$ cat src/rtl/core/rau_pkg.sv
// Shared types and constants for the rational arithmetic unit.
// No dependencies; imported by every module of the block.
package rau_pkg;

    localparam int InW   = 31;
    localparam int ProdW = 62;
    localparam int NumW  = 63;
    localparam int DenW  = 61;
    localparam int MagW  = 62;

    localparam logic [1:0] OP_ADD = 2'd0;
    localparam logic [1:0] OP_SUB = 2'd1;
    localparam logic [1:0] OP_MUL = 2'd2;
    localparam logic [1:0] OP_DIV = 2'd3;

    // Classified transaction passed from the front part to the back part.
    typedef struct packed {
        logic             err;
        logic [1:0]       op;
        logic signed [InW-1:0] p;
        logic signed [InW-1:0] q;
        logic signed [InW-1:0] r;
        logic signed [InW-1:0] s;
        logic signed [InW-1:0] t;
        logic signed [InW-1:0] u;
    } rau_cmd_t;

endpackage

$ cat src/rtl/core/rau_front.sv
// Front part: accepts a transaction, classifies error cases and picks operands.
// Depends on rau_pkg.
module rau_front
    import rau_pkg::*;
(
    input  logic                  clk,
    input  logic                  rst_n,
    input  logic                  start,
    input  logic [1:0]            operation,
    input  logic signed [InW-1:0] a_num,
    input  logic signed [InW-1:0] a_den,
    input  logic signed [InW-1:0] b_num,
    input  logic signed [InW-1:0] b_den,
    input  logic                  busy,
    output logic                  cmd_valid,
    output rau_cmd_t              cmd,
    input  logic                  cmd_take
);

    logic     valid_reg, valid_next;
    rau_cmd_t cmd_reg, cmd_next;
    logic     accept;

    assign accept = start && !busy;

    // Operands are arranged so that the back part forms p*q op r*s (p*q alone for multiply and divide) over t*u.
    always_comb
    begin
        cmd_next    = cmd_reg;
        valid_next  = valid_reg;
        if (cmd_take)
            valid_next = 1'b0;
        if (accept)
        begin
            valid_next   = 1'b1;
            cmd_next.op  = operation;
            cmd_next.err = (a_den == '0) || (b_den == '0)
                           || (operation == OP_DIV && b_num == '0);
            cmd_next.p   = a_num;
            cmd_next.q   = (operation == OP_MUL) ? b_num : b_den;
            cmd_next.r   = b_num;
            cmd_next.s   = (operation == OP_DIV) ? b_num : a_den;
            cmd_next.t   = a_den;
            cmd_next.u   = (operation == OP_DIV) ? b_num : b_den;
        end
    end

    always_ff @(posedge clk or negedge rst_n)
    begin
        if (!rst_n)
            valid_reg <= 1'b0;
        else
            valid_reg <= valid_next;
    end

    always_ff @(posedge clk)
    begin
        cmd_reg <= cmd_next;
    end

    assign cmd_valid = valid_reg;
    assign cmd       = cmd_reg;

endmodule

$ cat config.mk
export PLATFORM = sky130hd
export DESIGN_NAME = rau_front
export DESIGN_NICKNAME = d
export VERILOG_FILES = /design/src/rtl/core/rau_pkg.sv /design/src/rtl/core/rau_front.sv
export SDC_FILE = /design/constraint.sdc
export NUM_CORES = 1
export LEC_CHECK = 0
export ABC_AREA = 1
export BUFFER_PORTS_ARGS = -buffer_cell sky130_fd_sc_hd__buf_2
export CAP_MARGIN = 20
export CELL_PAD_IN_SITES_DETAIL_PLACEMENT = 0
export CELL_PAD_IN_SITES_GLOBAL_PLACEMENT = 2
export CORE_UTILIZATION = 26
export DETAILED_ROUTE_END_ITERATION = 10
export PLACE_DENSITY_LB_ADDON = 0.1
export SLEW_MARGIN = 25
export SYNTH_ARGS = -nofsm -noshare
export SYNTH_HDL_FRONTEND = slang
export SYNTH_SLANG_ARGS = --single-unit
$ cat constraint.sdc
create_clock -name clk -period 0.8 [get_ports clk]
set_clock_uncertainty 0.15 [all_clocks]
set_input_delay 0.04 -clock clk [delete_from_list [all_inputs] [get_ports clk]]
set_output_delay 0.04 -clock clk [all_outputs]
set_load 0.005 [all_outputs]
Word-level counts from Yosys, hierarchy flattened
Index checks and enable logic that the tools add are counted.
{"block": "word_totals", "register_bits": 190, "out_inout_bits": 190, "elab_cells": 25}
{"block": "classes", "eq_ne": 2, "mux": 5, "reduce_logical": 9}
{"operator": "zero test 31 bit", "n": 3}
{"operator": "2-to-1 mux 31 bit", "n": 3}
{"operator": "== test 2 bit, second input constant", "n": 2}
{"operator": "logical AND 1 bit", "n": 2}
{"operator": "logical OR 1 bit", "n": 2}
{"operator": "2-to-1 mux 1 bit", "n": 2}
{"operator": "nonzero test 2 bit", "n": 1}
{"operator": "zero test 1 bit", "n": 1}

Depth between registers and ports, before layout
{"block": "logic_depth", "ltp_word": 3, "depth_mapped": 7}

Worst setup path before layout
Ideal clock, no wire load.
{"block": "synth_path", "path_kind": "input-to-reg", "start": "input port start", "end": "register cmd_reg, in the netlist cmd[0] (enable)", "setup_ns": 0.747, "arrival_time_ns": 8.019, "required_time_ns": -0.097, "setup_slack_ns": -8.116, "stages": 2, "path_buffers": 0, "path_cell_list": "inv_1 > nor2_1"}
{"block": "synth_via", "elab_chain_len": 1}
{"element": "start: declaration", "line_no": "rau_front.sv:8", "text": "input logic start,"}
{"element": "logical AND 1 bit", "line_no": "rau_front.sv:24", "text": "assign accept = start && !busy;"}
{"element": "named net accept", "line_no": "rau_front.sv:22", "text": "logic accept;"}
{"element": "end signal: assignment", "line_no": "rau_front.sv:58", "text": "cmd_reg <= cmd_next;"}
{"element": "end: declaration", "line_no": "rau_front.sv:21", "text": "rau_cmd_t cmd_reg, cmd_next;"}
The timed path passes the listed nets, and every way through them passes these cells.
A chain may end at the register's enable or synchronous reset.

Worst setup path in the final report
{"block": "layout_path", "start": "register cmd_reg, in the netlist cmd[131]", "end": "output port cmd[131] (netlist name)"}
{"element": "end: declaration", "line_no": "rau_front.sv:16", "text": "output rau_cmd_t cmd,"}
No word-level cell between the ends.

==> results.md <==
Synth:
- The synthesized instance count is 523.
- The synthesis-stage register bit count is 190.
- In this run the biggest area consumer among cell types represents between 70% and 80% of the synthesized area.
- The synthesized netlist occupies a cell area of about 7000 sq um.
- Sequential elements use 80.20% of the synthesized area.
- Synthesis produced a netlist with a net count of 654.
- During synthesis, Yosys emitted a total of 0 warnings.
- The synthesized area per cell is 13.59 sq um.
- The largest total area in the synthesized netlist belongs to edfxtp_1.
- Ranked by total cell area, the synthesized netlist is headed by edfxtp_1 (80%), nand2_1 (6.5%), o21ai_0 (3.7%), inv_1 (3.1%), nor2_1 (2.7%).
- The netlist uses 19 different library cells.

Clocking:
- The cell at the root of the clock tree is clkbuf_16.
- At the later pin of the worst-skew pair, clock insertion delay measures 0.43 ns.
- Clock tree synthesis inserted a total of 17 buffers.
- The depth of the CTS H-tree is 4.
- The clock-pin slew of the registers on the worst-case setup and hold paths is 0.08 ns.
- The maximum number of buffers from clock root to sink is 2.
- The tree built by TritonCTS fans out to between 150 and 200 sinks.
- TritonCTS built the clock tree.

Worst setup path:
- The slowest library cell on the worst path is edfxtp_1.
- The worst setup path is captured at a primary output.
- The longest individual stage delay on the worst path is about 0.41 ns.
- Of all nets on the critical path, the largest fanout is 1.
- On the critical path the largest part of the delay comes from flip-flops.
- By startpoint and endpoint, the worst setup path is classified as reg -> out.
- The worst setup path is launched from a register.
- The number of buffers and inverters on the critical path is 1.
- The arrival time at the worst endpoint is 0.99 ns.
- Traced cell by cell, the critical path runs through buf_2.
- At the worst endpoint, the required time is roughly 0.6 ns.

Global route:
- The via count of the first global-routing pass was 5969.
- The initial antenna violation count was 0.
- After global routing the overflow that remains totals 0.
- The first global-routing pass estimated 33.51 mm of wire.
- Entering global routing, the biggest net connects 63 pins.
- The total global-route track usage is 15.99%.

Power and ir drop:
- Across the VDD grid, the largest voltage drop is about 1.4 mV.
- The total power draw is 23.57 mW.
- The power density normalized to cell area is between 2000 and 2500 nW/um^2.
- The static power due to leakage is approximately 5.2 nW.

Finish:
- Summing all non-filler instances in the final layout gives an area of 11680 sq um.
- The repair_antennas step left the layout with diodes totalling 0.
- The number of flip-flops in the largest register is 189.
- Cells with a size suffix above 1 make up between 50% and 60% of the layout.
- The net count of the finished layout is 1165.
- The synthesis-to-layout area growth is 64.32%.

Floorplan:
- The initial cell density of the core is 26.45%.
- For this design the top-level I/O count stands at 321.
- The count of standard-cell rows is 60.
- The die area is 28000 sq um.
- The region available for standard cell placement spans 26880 sq um.
- The height of the die is 167.3 um.
- The floorplan die width is between 150 and 200 um.

Place:
- Summing all placed instances gives a cell area of 10120 sq um.
- The half-perimeter wire length after detailed placement is roughly 17 mm.
- Routability-driven placement finished with a final weighted congestion of 0.8041.
- Port buffering added 320 buffers.

STA:
- The count of final hold-check violations was 129.
- Setup repair after global routing could not meet its margin everywhere.
- The final setup slack of the worst path is -0.3760 ns.
- For the pin with the worst max-slew slack, the measured transition is 0.3603 ns.
- In this run the tightest slew margin relative to its limit is 75.80%.
- The tightest hold path in the finished design has a slack of -0.3538 ns.
- The worst path in the final design needs a cycle of 1.176 ns, including I/O delays and setup.
- Of the available clock period, the critical path in the final layout requires 147.0%.
- The highest clock frequency the design can meet is 850.4 MHz.
- The count of final max-slew check failures is 0.
- The number of endpoints failing setup at the final stage is 220.

Detailed routing:
- The first TritonRoute pass finished after 4 iterations.
- Summing over every cut layer, the via total after detailed routing is 5826.
- The remaining antenna violation count is 0.
- After detailed routing, the average wire length per cell comes to 17.16 um.
- The total wirelength of the detailed-routed design is ~24 mm.
- Using the TritonRoute via totals, the vias-per-cell ratio works out to 4.197.
- The number of design-rule violations left by the first detailed-router iteration is 304.
- The post-detailed-route DRC marker count is 0.

Hold path:
- The worst hold path belongs to the class in -> reg.

Status:
- The flow ran to the end, but the final reports show violations.
- The checks that failed: negative hold slack, negative setup slack.

Flow run:
- Max-cap violations in this run came to 0.
## layout by cell type (no fill, tap or decap), types with 2 or more instances in the layout
cell / synthesis / layout
buf_4: 1 / 102
nand3_1: 4 / 4
nand4_1: 5 / 5
a21oi_1: 16 / 16
buf_12: 0 / 5
clkbuf_16: 0 / 25
nor2_2: 0 / 4
buf_16: 0 / 4
o21ai_1: 0 / 38
inv_2: 1 / 13
buf_2: 5 / 318
o21ai_0: 53 / 15
edfxtp_1: 189 / 189
nor2_1: 52 / 47
dlygate4sd3_1: 0 / 63
nand2_2: 1 / 31
inv_8: 0 / 4
dlymetal6s4s_1: 0 / 2
inv_1: 58 / 43
nand2_1: 123 / 92
clkinv_8: 0 / 5
buf_6: 3 / 4
nor3_1: 2 / 2
inv_6: 0 / 6
nand2_8: 0 / 3
## report_power, final
group	internal [mW]	switching [mW]	total (mW)
registers	11.8	0.187	11.9
clock network	4.24	4.28	8.52
logic	1.60	1.50	3.10
## synthesized netlist by cell type
cell type  count
edfxtp_1     189
nand2_1      123
inv_1         58
o21ai_0       53
nor2_1        52
a21oi_1       16
clkbuf_1       6
buf_2          5
nand4_1        5
nand3_1        4
buf_6          3
nor3_1         2
buf_4          1
dfrtp_1        1
inv_2          1
nand2_2        1
nand2_4        1
nand3_2        1
o22ai_1        1
## what timing repair did
| item | CTS | global route |
|---|---|---|
| setup buffers | 0 | 1 |
| endpoints found under the hold margin | 194 | 155 |
| setup endpoints to repair | 190 | 316 |
| hold buffers | 67 | 25 |
| pin swaps | 0 | 4 |
| gates resized for setup | 0 | 36 |
| cloned | 0 | 9 |
## metrics by stage
stage               util, %  setup TNS (ns)  setup slack, ns  cells
floorplan                 -         -500.78           -2.614    523
global placement      37.64         -109.64          -0.4279   1281
detailed placement    37.64         -114.64          -0.4491   1281
CTS                   42.36          -69.45          -0.4139   1380
global route          43.46          -73.28          -0.4313   1388
finish                43.46          -64.64          -0.3760   1388
## per-layer routing
layer  up-vias  routed length (um)  GRT usage (%)
li1       2837                   -              -
met1      2762                9831          18.62
met2       212               11900          28.12
met3        15                1780          5.507
met4         0                 310          3.789
met5         -                   0              0
## cell type report
cell class / count / area, sq um
Clock buffer: 18 / 429.2
Clock inverter: 14 / 167.7
Fill cell: 2584 / 15200
Inverter: 59 / 246.5
Multi-Input combinational cell: 260 / 1241
Sequential cell: 190 / 5700
Tap cell: 341 / 426.7
Timing Repair Buffer: 506 / 3468
## kinds of logic (layout without fill, tap and decap cells)
logic type      Yosys count  after routing  synth area share [%]
flops                   190            190                 80.20
buf+inv                  74            597                 4.365
compound gates           70             70                 4.946
simple gates            189            190                 10.49
## worst paths after layout
| check | startpoint | end | slack (ns) | depth (start not counted) |
|---|---|---|---|---|
| min in group asynchronous | rst_n | cmd_valid | 0.27 | 3 |
| worst max-delay path | cmd[131] | cmd[131] | -0.38 | 1 |
| worst min register to register | cmd_valid | cmd_valid | 0.37 | 2 |
| max in group asynchronous | rst_n | cmd_valid | 0.13 | 3 |
| worst max register to register | cmd_valid | cmd_valid | 0.05 | 2 |
| worst min-delay path | a_den[2] | cmd[33] | -0.35 | 1 |
(Power assumes the default switching activity.)
